**src/hdl/rpma_pkg.sv**
```systemverilog
// rpma_pkg: shared widths, constants, op codes, states and the divider request/response
// structs for the repetition penalty mask block.
// no dependencies
`default_nettype none

package rpma_pkg;

	localparam int VOCAB      = 32768;
	localparam int ADDR_W     = $clog2(VOCAB);

	localparam int OP_W       = 2;
	localparam int TOK_W      = 15;
	localparam int LOGIT_W    = 32;
	localparam int PEN_W      = 24;
	localparam int SUS_W      = 17;
	localparam int DEC_W      = 16;
	localparam int POS_W      = 17;
	localparam int CUR_W      = 26;
	localparam int CFG_IDX_W  = 2;
	localparam int CFG_DATA_W = 24;
	localparam int PROD_W     = LOGIT_W + PEN_W;

	// divider: 48-bit dividend, 24-bit divisor, 32 quotient bits, two bits a step
	localparam int DVD_W      = 48;
	localparam int DVS_W      = 24;
	localparam int QUO_W      = 32;
	localparam int DIV_STEPS  = QUO_W / 2;
	localparam int DIV_CNT_W  = $clog2(DIV_STEPS);

	localparam logic [PEN_W-1:0]   ONE_Q16   = PEN_W'(65536);
	localparam logic [POS_W-1:0]   POS_MAX   = '1;
	localparam logic [LOGIT_W-1:0] LOGIT_MAX = {1'b0, {(LOGIT_W-1){1'b1}}};
	localparam logic [LOGIT_W-1:0] LOGIT_MIN = {1'b1, {(LOGIT_W-1){1'b0}}};

	localparam logic [CFG_IDX_W-1:0] CFG_PENALTY_MAX = CFG_IDX_W'(0);
	localparam logic [CFG_IDX_W-1:0] CFG_SUSTAIN     = CFG_IDX_W'(1);
	localparam logic [CFG_IDX_W-1:0] CFG_DECAY       = CFG_IDX_W'(2);

	typedef enum logic [OP_W-1:0] {
		OP_START = 2'd0,
		OP_TOKEN = 2'd1,
		OP_APPLY = 2'd2,
		OP_NONE  = 2'd3
	} op_t;

	typedef enum logic [2:0] {
		S_INIT,
		S_IDLE,
		S_CLEAR,
		S_TOK_WR,
		S_APL_RD,
		S_APL_DIV,
		S_APL_MUL,
		S_OUT
	} state_t;

	typedef struct packed {
		logic             start;
		logic [DVD_W-1:0] dividend;
		logic [DVS_W-1:0] divisor;
	} div_req_t;

	typedef struct packed {
		logic             busy;
		logic             done;
		logic             ovf;
		logic [QUO_W-1:0] quot;
	} div_rsp_t;

endpackage

`default_nettype wire

```
**src/hdl/rpma_div.sv**
```systemverilog
// rpma_div: iterative restoring divider, two quotient bits per cycle, shared between
// the decay step and the logit division. depends on rpma_pkg
`default_nettype none

module rpma_div
	import rpma_pkg::*;
(
	input  logic     clk,
	input  logic     arst_n,
	input  div_req_t req,
	output div_rsp_t rsp
);

	logic                 busy_q;
	logic                 done_q;
	logic                 ovf_q;
	logic [DIV_CNT_W-1:0] cnt_q;
	logic [DVS_W-1:0]     rem_q;
	logic [DVS_W-1:0]     dvs_q;
	logic [QUO_W-1:0]     quo_q;

	logic [DVD_W-QUO_W-1:0] hi;
	logic                   hi_ge;
	logic [DVS_W:0]         t1, r1, t2, r2;
	logic                   ge1, ge2;

	always_comb begin
		hi    = req.dividend[DVD_W-1:QUO_W];
		// quotient would not fit in QUO_W bits (also catches a zero divisor)
		hi_ge = DVS_W'(hi) >= req.divisor;
		t1    = {rem_q, quo_q[QUO_W-1]};
		ge1   = t1 >= {1'b0, dvs_q};
		r1    = ge1 ? t1 - {1'b0, dvs_q} : t1;
		t2    = {r1[DVS_W-1:0], quo_q[QUO_W-2]};
		ge2   = t2 >= {1'b0, dvs_q};
		r2    = ge2 ? t2 - {1'b0, dvs_q} : t2;
	end

	always_ff @(posedge clk or negedge arst_n) begin
		if (!arst_n) begin
			busy_q <= 1'b0;
			done_q <= 1'b0;
			ovf_q  <= 1'b0;
			cnt_q  <= '0;
		end else begin
			done_q <= 1'b0;
			if (req.start) begin
				ovf_q  <= hi_ge;
				busy_q <= !hi_ge;
				done_q <= hi_ge;
				cnt_q  <= '0;
			end else if (busy_q) begin
				cnt_q <= cnt_q + DIV_CNT_W'(1);
				if (cnt_q == DIV_CNT_W'(DIV_STEPS - 1)) begin
					busy_q <= 1'b0;
					done_q <= 1'b1;
				end
			end
		end
	end

	// low dividend bits shift out at the top while quotient bits shift in below
	always_ff @(posedge clk) begin
		if (req.start) begin
			dvs_q <= req.divisor;
			rem_q <= DVS_W'(hi);
			quo_q <= req.dividend[QUO_W-1:0];
		end else if (busy_q) begin
			rem_q <= r2[DVS_W-1:0];
			quo_q <= {quo_q[QUO_W-3:0], ge1, ge2};
		end
	end

	always_comb begin
		rsp.busy = busy_q;
		rsp.done = done_q;
		rsp.ovf  = ovf_q;
		rsp.quot = quo_q;
	end

endmodule

`default_nettype wire

```
**config.mk**
```make
export PLATFORM = sky130hd
export DESIGN_NAME = rpma_div
export DESIGN_NICKNAME = d
export VERILOG_FILES = /design/src/hdl/rpma_pkg.sv /design/src/hdl/rpma_div.sv
export SDC_FILE = /design/constraint.sdc
export NUM_CORES = 1
export LEC_CHECK = 0
export ABC_AREA = 0
export BUFFER_PORTS_ARGS = -buffer_cell sky130_fd_sc_hd__buf_2
export CORE_ASPECT_RATIO = 0.8
export CORE_MARGIN = 2
export CORE_UTILIZATION = 50
export CTS_BUF_LIST = sky130_fd_sc_hd__clkbuf_4
export DETAILED_ROUTE_END_ITERATION = 7
export HOLD_SLACK_MARGIN = 0.15
export MAX_ROUTING_LAYER = met4
export PLACE_DENSITY = 0.72
export SKIP_CTS_REPAIR_TIMING = 1
export SLEW_MARGIN = 20
export SYNTH_ARGS = -nofsm -noshare
export SYNTH_HDL_FRONTEND = slang
export SYNTH_SLANG_ARGS = --single-unit
```
**constraint.sdc**
```tcl
create_clock -name clk -period 6.15 [get_ports clk]
set_input_delay 0.615 -clock clk [delete_from_list [all_inputs] [get_ports clk]]
set_output_delay 0.615 -clock clk [all_outputs]
set_load 0.02 [all_outputs]
```
[After elaboration in Yosys (flattened, before gate mapping)]
Index checks and enable logic that the tools add are counted.
Word-level totals
  word-level logic and storage cells: 31
  register bits: 87
  output and inout bits: 35
  input port bits: 75
Operators by class
  order comparisons: 3
  eq/ne operators: 1
  $add $sub $neg: 3
  reductions and logical operators: 2
  mux-type cells: 14
Operator list (number)
  32-bit two-way mux: 2
  25-bit by 24-bit greater-or-equal comparator with 1-bit output: 2
  24-bit two-way mux: 2
  24-bit subtractor: 2
  16-bit two-way mux: 2
  16-bit by 24-bit greater-or-equal comparator with 1-bit output: 1
  4-bit two-way mux: 2
  1-bit two-way mux: 6
  4-bit by 1-bit adder with 4-bit output (second input constant): 1
  4-bit equality test (second input constant): 1
  2-bit nonzero test: 1
  1-bit zero test: 1

[Depth between registers and ports, before layout]
Gate-level depths: netlist of run 1.
  word-level depth: 6
  mapped depth: 24
  mapped depth without buffers: 21

[Least setup slack after synthesis of run 1]
No wires, ideal clock.
  path type: register to register
  start point: register quo_q[31]
  end point: register quo_q[0] (data pin)
  required time: 5890 ps
  clock period less this slack: 4940 ps
  slack: 1210 ps
  stages on the path, launching flop included: 22
  path buffers: 3
  data arrival time: 4680 ps
  setup time: 260 ps
  cell sequence: edfxtp_1 > inv_1 > ha_1 > inv_1 > fa_1 > a211o_1 > a2111oi_2 > o21a_1 > o21ai_1 > a311oi_2 > xnor2_1 > mux2_2 > ha_1 > buf_1 > a221oi_1 > o21ai_0 > a31oi_1 > o221ai_2 > a211o_1 > buf_6 > buf_6 > mux2_2
On the way
  cells in the longest elaborated chain, start to end: 5
  elaborated cells between the ends (all ways): 6
  classes of those cells: add/sub (1); order compare (2); mux (3)
Ends and longest elaborated chain
  from (decl): RTL line rpma_div.sv:20  | logic [QUO_W-1:0] quo_q;
  from (signal assigned): RTL line rpma_div.sv:67  | quo_q <= req.dividend[QUO_W-1:0];
  from (signal assigned): RTL line rpma_div.sv:70  | quo_q <= {quo_q[QUO_W-3:0], ge1, ge2};
  24-bit subtractor / 25-bit by 24-bit greater-or-equal comparator with 1-bit output (equally long branches): RTL line rpma_div.sv:33, rpma_div.sv:32
  24-bit two-way mux (*): RTL line rpma_div.sv:33  | r1 = ge1 ? t1 - {1'b0, dvs_q} : t1;
  25-bit by 24-bit greater-or-equal comparator with 1-bit output (*): RTL line rpma_div.sv:35  | ge2 = t2 >= {1'b0, dvs_q};
  32-bit two-way mux (*): RTL line rpma_div.sv:68  | end else if (busy_q) begin
  32-bit two-way mux (*): RTL line rpma_div.sv:64  | if (req.start) begin
Every way passes the cells marked *; elsewhere a longest branch is shown, timed or not. The select of a mux whose other input is x is not followed.
A chain may end at the register's enable or synchronous reset.

[Worst setup path after layout of run 1]
  start point: register quo_q[31]
  end point: register rem_q[0] (data pin)
On the way
  cells in the longest elaborated chain, start to end: 6
  elaborated cells between the ends (all ways): 7
  classes of those cells: add/sub (1); order compare (2); mux (4)
Ends and longest elaborated chain
  24-bit subtractor / 25-bit by 24-bit greater-or-equal comparator with 1-bit output (equally long branches): RTL line rpma_div.sv:33, rpma_div.sv:32
  24-bit two-way mux (*): RTL line rpma_div.sv:33
  25-bit by 24-bit greater-or-equal comparator with 1-bit output (*): RTL line rpma_div.sv:35
  24-bit two-way mux (*): RTL line rpma_div.sv:36  | r2 = ge2 ? t2 - {1'b0, dvs_q} : t2;
  16-bit two-way mux (*): RTL line rpma_div.sv:68
  16-bit two-way mux (*): RTL line rpma_div.sv:64
  to (signal assigned): RTL line rpma_div.sv:66  | rem_q <= DVS_W'(hi);
  to (signal assigned): RTL line rpma_div.sv:69  | rem_q <= r2[DVS_W-1:0];
  to (decl): RTL line rpma_div.sv:18  | logic [DVS_W-1:0] rem_q;
Marks and branches as above.

==> summary.md, run 1 <==
| Metric | Value |
|---|---|
| Crit start category | flop |
| Largest net degree at the start of global routing | 64 |
| Iteration-0 DRC count of the detailed router | 466 |
| Antenna violations before repair | 0 |
| Min-delay worst type | primary input to flop |
| Slew headroom | 43.8% |
| Die area | 14600 um^2 |
| CP Max Fanout | 9 |
| Initial Util | 50.8% |
| Avg Inst Size Synth | 9.84 um^2 |
| CTS clk-pin slew, worst paths | 160 ps |
| Final #Nets | 941 |
| # rows | 38 |
| Fraction of registers with async set/reset | 8.05% |
| Mapped cell area | 6840 um^2 |
| Final setup TNS | 0 ps |
| Clock network power share | 7.6% |
| Post-synth net total | 837 |
| Area share of the largest cell type after synthesis | 31.6% |
| Die Ht | 109 um |
| Layout cells sized above 1 | 23.5% |
| Critical Path RT | 6380 ps |
| Grt ovf | 0 |
| Placer congestion estimate | 0.940 |
| DR pass1 iterations | 6 |
| Synth top area cells | edfxtp_1, ha_1, mux2_2, a21oi_1, mux2i_1 |
| Top FF cell, synth | edfxtp_1 |
| CTS Root Cell | clkbuf_4 |
| Width of the die | 135 um |
| Final Setup Violations | 0 |
| CP cell instances | inv_1 > ha_1 > inv_1 > fa_1 > a211o_1 > a2111oi_2 > o21ai_1 > nand3_1 > nand2_1 > xor2_1 > mux2_2 > ha_1 > and3_1 > nor3b_1 > a21oi_1 > o2bb2ai_1 > a31oi_1 > o221ai_2 > a211o_1 > buf_4 > mux2i_1 > mux2_2 |
| Total of max-cap violations | 0 |
| Fmax | 177 MHz |
| Worst EP arrival | 5870 ps |
| Antenna Nets Post-Route | 0 |
| Vias in the first global route | 5526 |
| Part of the power in registers | 19.6% |
| Placed Area | 7540 um^2 |
| Status | finished, final reports clean |
| CTS tree | yes |
| Routed wire length | 17300 um |
| Design area | 7690 um^2 |
| Number of synthesized register bits | 87 |
| Fin crit period | 5640 ps |
| EDFF count, synth | 72 |
| CP Class | flop to flop |
| Cell taking the most area after synthesis | edfxtp_1 |
| Vias per std cell | 5.76 |
| Net Sw Power | 2130 uW |
| Clk Latency, worst-skew pair | 470 ps |
| Avg WL per Cell | 17.6 um |
| Fin. max-slew vios | 0 |
| Yosys cell types | 64 |
| CP max stage delay | 610 ps |
| Global-route wire length before repair | 27300 um |
| CP Launch Point | quo_q[31] |
| Clk buf depth | 2 |
| Kind of end point of the critical path | flop |
| CP max-delay cell | a2111oi_2 |
| # IOs | 110 |
| Switching Fraction | 47.6% |
| DRC | 0 |
| Gr usage total | 24.4% |
| Comb pwr share | 72.8% |
| Port Buffer Count | 109 |
| Pwr/cell area | 582 nW/um^2 |
| RSZ-0062 raised after global routing | no |
| Part of the cycle the worst path needs | 91.6% |
| Vias after detailed routing | 5667 |
| Area Growth Syn to Fin | 12.5% |
| Final hold violation count | 0 |
| VDD IR max | 0.244 mV |
| CTS Sinks | 87 |
| H-tree Lvls | 3 |
| Worst clock skew | 20.9 ps |
| Pint | 2350 uW |
| HP Start | req[9] |
| Core area | 13500 um^2 |
| Least-Margin Pin Slew | 843 ps |
| ANT cells | 0 |
| Ys Warns | 0 |
| P_leak | 0.00349 uW |
| Syn Inst Count | 695 |
| CTS buffer count | 9 |
| Reg-to-reg startpoint | quo_q[31] |
| DP Wirelength | 13500 um |
| Sequential share of the synthesized area | 36.5% |
-- logic make-up (layout without fill, tap and decap cells) --
kind of cell / Yosys count / in the layout / synth area share [%]
and+or+nand+nor: 163 / 163 / 11.6
AOI/OAI and AO/OA: 186 / 186 / 18.1
buffers and inverters: 83 / 192 / 5.21
DFF: 87 / 87 / 36.5
muxes: 70 / 70 / 11.1
xor gates and xnor gates: 39 / 39 / 4.99
adders and majority gates: 67 / 67 / 12.5
-- metal layers --
layer / track usage [%] / part of all wire (%) / wire (um) / vias up
met4: 6.62 / 1.9 / 323 / 0
met1: 32.8 / 46 / 7970 / 2667
met3: 5.86 / 6.7 / 1170 / 28
li1: - / - / - / 2800
met5: - / 0 / 0 / -
met2: 37.1 / 45 / 7860 / 172
-- per-stage QoR --
step / cells / worst slack (ps) / total power [uW] / hold slack [ps] / util (%)
finish: 984 / 515 / 4480 / 318 / 57.2
global placement: 967 / 758 / 4000 / 451 / 56.1
CTS: 983 / 581 / 4430 / -63.7 / 57.1
detailed placement: 967 / 647 / 4080 / 458 / 56.1
floorplan: 695 / 1210 / 3410 / 319 / -
global route: 984 / 232 / 4820 / 277 / 57.2
-- worst max-delay path: cells and delay by family (launching register included) --
kind                     cells  cell delay, ps
multiplexers                 3             650
buffers and inverters        3             390
AND/OR/NAND/NOR              4             580
flip-flops                   1             430
adder cells (fa/ha/maj)      3             920
XOR/XNOR                     1             140
AO/OA/AOI/OAI                8            2260
-- cell type report --
cell class	count	area, um^2
tap	180	225
multi-input combinational	525	3990
sequential	87	2500
timing repair buffer	121	638
clock inverter	7	71.3
clock buffer	9	67.6
inverter	55	206
fill	1189	5760
-- layout by cell type (no fill, tap or decap), types with 5 or more instances in the layout --
master / count
a211o_1: 7
a211oi_1: 9
a21o_1: 21
a21oi_1: 61
and4_1: 5
buf_2: 109
buf_4: 11
clkbuf_4: 9
dfrtp_1: 7
dfxtp_1: 8
edfxtp_1: 72
ha_1: 65
inv_1: 55
mux2_2: 46
mux2i_1: 24
nand2_1: 38
nand3_1: 14
nand4_1: 8
nor2_1: 52
nor3_1: 13
nor4_1: 6
o21a_1: 10
o21ai_0: 25
o21ai_1: 10
o21bai_1: 5
or3_1: 5
xnor2_1: 26
xor2_1: 13
-- Yosys cell counts (3+ instances only) --
cell type,instances
a211o_1,7
a211oi_1,9
a21o_1,21
a21oi_1,61
a31oi_1,4
and3_1,3
and4_1,5
buf_1,5
buf_2,3
buf_4,3
buf_6,4
clkbuf_1,13
dfrtp_1,7
dfxtp_1,8
edfxtp_1,72
ha_1,65
inv_1,55
mux2_2,46
mux2i_1,24
nand2_1,38
nand2b_1,4
nand3_1,14
nand4_1,8
nor2_1,52
nor2b_1,4
nor3_1,13
nor4_1,6
o211ai_1,4
o21a_1,10
o21ai_0,25
o21ai_1,10
o21bai_1,5
o22ai_1,4
o31ai_1,3
or3_1,5
xnor2_1,26
xor2_1,13
-- flip-flops by register name, indices dropped and copies added, names as in the netlist --
signal,cells
busy_q,1
cnt_q,4
done_q,1
dvs_q,24
ovf_q,1
quo_q,32
rem_q,24
-- power by group through the flow --
stage / logic, uW / clock network, uW / registers, uW
6_report: 3260 / 342 / 876
5_1_grt: 3560 / 370 / 890
4_1_cts: 3210 / 347 / 875
3_5_place_dp: 3190 / 0 / 889
3_3_place_gp: 3120 / 0 / 884
2_1_floorplan: 2510 / 0 / 906
-- worst paths after layout --
path	slack, ps	cells past startpoint	endpoint
hold reg to reg	510	2	rem_q[18]
max in group asynchronous	5480	2	ovf_q
setup reg to reg	510	22	rem_q[0]
hold / removal	320	1	dvs_q[9]
setup / recovery	510	22	rem_q[0]
min in group asynchronous	510	2	done_q
Note: power is estimated with default switching activity, not from simulation.
==> run 2: changes to the inputs <==
--- a/config.mk
+++ b/config.mk
@@ -9,12 +9,11 @@
 export BUFFER_PORTS_ARGS = -buffer_cell sky130_fd_sc_hd__buf_2
 export CORE_ASPECT_RATIO = 0.8
 export CORE_MARGIN = 2
-export CORE_UTILIZATION = 50
+export CORE_UTILIZATION = 30
 export CTS_BUF_LIST = sky130_fd_sc_hd__clkbuf_4
 export DETAILED_ROUTE_END_ITERATION = 7
 export HOLD_SLACK_MARGIN = 0.15
 export MAX_ROUTING_LAYER = met4
-export PLACE_DENSITY = 0.72
 export SKIP_CTS_REPAIR_TIMING = 1
 export SLEW_MARGIN = 20
 export SYNTH_ARGS = -nofsm -noshare
==> run 2 against run 1 <==
- clock skew rose by 9.1 ps
- register-to-register slack improved by 220 ps
- setup slack improved by 220 ps
- first-iteration DRC count rose by 4.3%
- clock-buffer cell count did not move
- cell count rose by 13%
- routed wire length rose by 2.6%
- sequential power barely moved
- fmax rose by 4.0%
- utilization fell by 22 points
- largest power group unchanged
==> summary.md, run 2 (synthesis results as in run 1) <==
| Metric | Value |
|---|---|
| CP max-delay cell | a2111oi_2 |
| Placer congestion estimate | 0.886 |
| Least-Margin Pin Slew | 778 ps |
| Worst hold slack | 295 ps |
| FF-to-FF path depth | 20 |
| Cell Count Post-Placement | 1093 |
| Clk buf depth | 2 |
| Net Sw Power | 2160 uW |
| Comb pwr share | 73.4% |
| GR Util met2 | 23.1% |
| Status | finished, final reports clean |
| CP Class | flop to flop |
| Worst flop-to-flop path endpoint | rem_q[0] |
| Most common cell after layout, fill and taps aside | buf_2 |
| Avg WL per Cell | 16.0 um |
| Max reg flops | 32 |
| Vias per std cell | 5.05 |
| Die Ht | 139 um |
| GR Layer Usage met1 | 21.0% |
| CTS Sinks | 87 |
| HP Start | req[3] |
| Storage element area | 2500 um^2 |
| Pint | 2360 uW |
| Final hold violation count | 0 |
| Fin crit period | 5420 ps |
| CTS clk-pin slew, worst paths | 180 ps |
| CP Max Fanout | 18 |
| Iteration-0 DRC count of the detailed router | 486 |
| Antenna Nets Post-Route | 0 |
| Slew headroom | 47.7% |
| Worst EP arrival | 5690 ps |
| Clk Latency, worst-skew pair | 490 ps |
| RSZ-0062 raised after global routing | no |
| Final Setup Violations | 0 |
| DRC | 0 |
| Initial Util | 30.5% |
| R2R Setup Slk | 730 ps |
| Regs by FF count | quo_q (32), dvs_q (24), rem_q (24) |
| CTS buffer count | 9 |
| Final WS setup | 731 ps |
| Largest net degree at the start of global routing | 42 |
| Fill cells | 2363 |
| # rows | 49 |
| Global-route wire length before repair | 28600 um |
| Reg-to-reg startpoint | quo_q[31] |
| # IOs | 110 |
| Met3 usage | 2.17% |
| CTS Root Cell | clkbuf_4 |
| Hold EP | dvs_q[3] |
| Kind of end point of the critical path | flop |
| CP cell instances | inv_1 > ha_1 > inv_1 > fa_1 > a211o_1 > a2111oi_2 > o21a_1 > o21ai_1 > a311oi_2 > xnor2_1 > mux2_2 > ha_1 > a221oi_1 > o21ai_0 > a31oi_1 > o221ai_2 > a211o_1 > buf_12 > mux2i_1 > mux2_2 |
| Setup slack at placement | 776 ps |
| Most frequent cells in the layout | buf_2, edfxtp_1, ha_1, a21oi_1, inv_1 |
| Switching Fraction | 47.8% |
| Top reg by flops | quo_q |
| Gr busiest metal | met2 |
| Grt ovf | 0 |
| Hold depth | 1 |
| Port Buffer Count | 109 |
| Vias after detailed routing | 5610 |
| Fmax | 185 MHz |
| H-tree Lvls | 3 |
| Routed wire length | 17800 um |
| Vias in the first global route | 5443 |
| Layout cells sized above 1 | 23.6% |
| Area Growth Syn to Fin | 15.0% |
| Antenna violations before repair | 1 |
| Worst clock skew | 30.0 ps |
| Min-delay worst type | primary input to flop |
| Final non-filler cell total | 1111 |
| Critical Path RT | 6430 ps |
| Die area | 24000 um^2 |
| Crit start category | flop |
| CP max stage delay | 530 ps |
| DP Wirelength | 13800 um |
| Gr usage total | 15.2% |
| CTS tree | yes |
| DR pass1 iterations | 5 |
| Part of the cycle the worst path needs | 88.1% |
| Width of the die | 173 um |
| Util after Layout | 35.1% |
| Pwr/cell area | 574 nW/um^2 |
| Total of max-cap violations | 0 |
| Final #Nets | 941 |
| Final setup TNS | 0 ps |
| Fin. max-slew vios | 0 |
| Area of the multi-input gates | 3990 um^2 |
| Core area | 22400 um^2 |
| VDD IR max | 0.308 mV |
| P_leak | 0.00349 uW |
| Part of the power in registers | 19.5% |
| Clock network power share | 7.2% |
run 2: changes by cell type in the layout (fill, tap and decap cells not counted), sizes merged:
cell      previous run  this run
bufinv               1         0
clkinv               4         1
inv                 56        58
diode                0         1
clkinvlp             1         3
run 2: worst max path at each step:
stage	endpoint	slack, ps	from	cells past startpoint
floorplan	quo_q[0]	1210	quo_q[31]	21
global placement	rem_q[0]	840	quo_q[31]	20
detailed placement	rem_q[0]	780	quo_q[31]	20
finish	rem_q[0]	730	quo_q[31]	20
CTS	rem_q[0]	760	quo_q[31]	20
global route	rem_q[0]	430	quo_q[31]	22
run 2: power by group through the flow:
| stage | Sequential, uW | Combinational, uW | Clock [uW] |
|---|---|---|---|
| finish | 879 | 3310 | 323 |
| CTS | 880 | 3290 | 338 |
| floorplan | 906 | 2510 | 0 |
| global placement | 888 | 3270 | 0 |
| global route | 895 | 3650 | 359 |
| detailed placement | 893 | 3270 | 0 |
run 2: stage by stage:
stage | total power (uW) | area (um^2)
2_1_floorplan | 3410 | 6840
5_1_grt | 4910 | 7870
3_3_place_gp | 4160 | 7730
3_5_place_dp | 4160 | 7730
6_report | 4510 | 7870
4_1_cts | 4510 | 7850
run 2: layer usage:
metal,share of wire [%],vias to the layer above
li1,-,2797
met1,50,2672
met2,44,126
met3,3.9,15
met4,1.4,0
met5,0,-
run 2: cell type report:
type | count | share of cell area (%)
Antenna cell | 1 | 0.0318
Sequential cell | 87 | 31.8
Tap cell | 306 | 4.87
Clock buffer | 9 | 0.859
Clock inverter | 7 | 0.700
Timing Repair Buffer | 121 | 8.46
Multi-Input combinational cell | 525 | 50.7
Inverter | 55 | 2.62
run 2: worst max-delay path, delay by kind of cell (launching register included):
kind | cells | cell delay (ps)
buf+inv | 3 | 330
xor+xnor | 1 | 90
compound gates | 10 | 2690
flops | 1 | 460
mux | 3 | 670
fa+ha+maj | 3 | 980
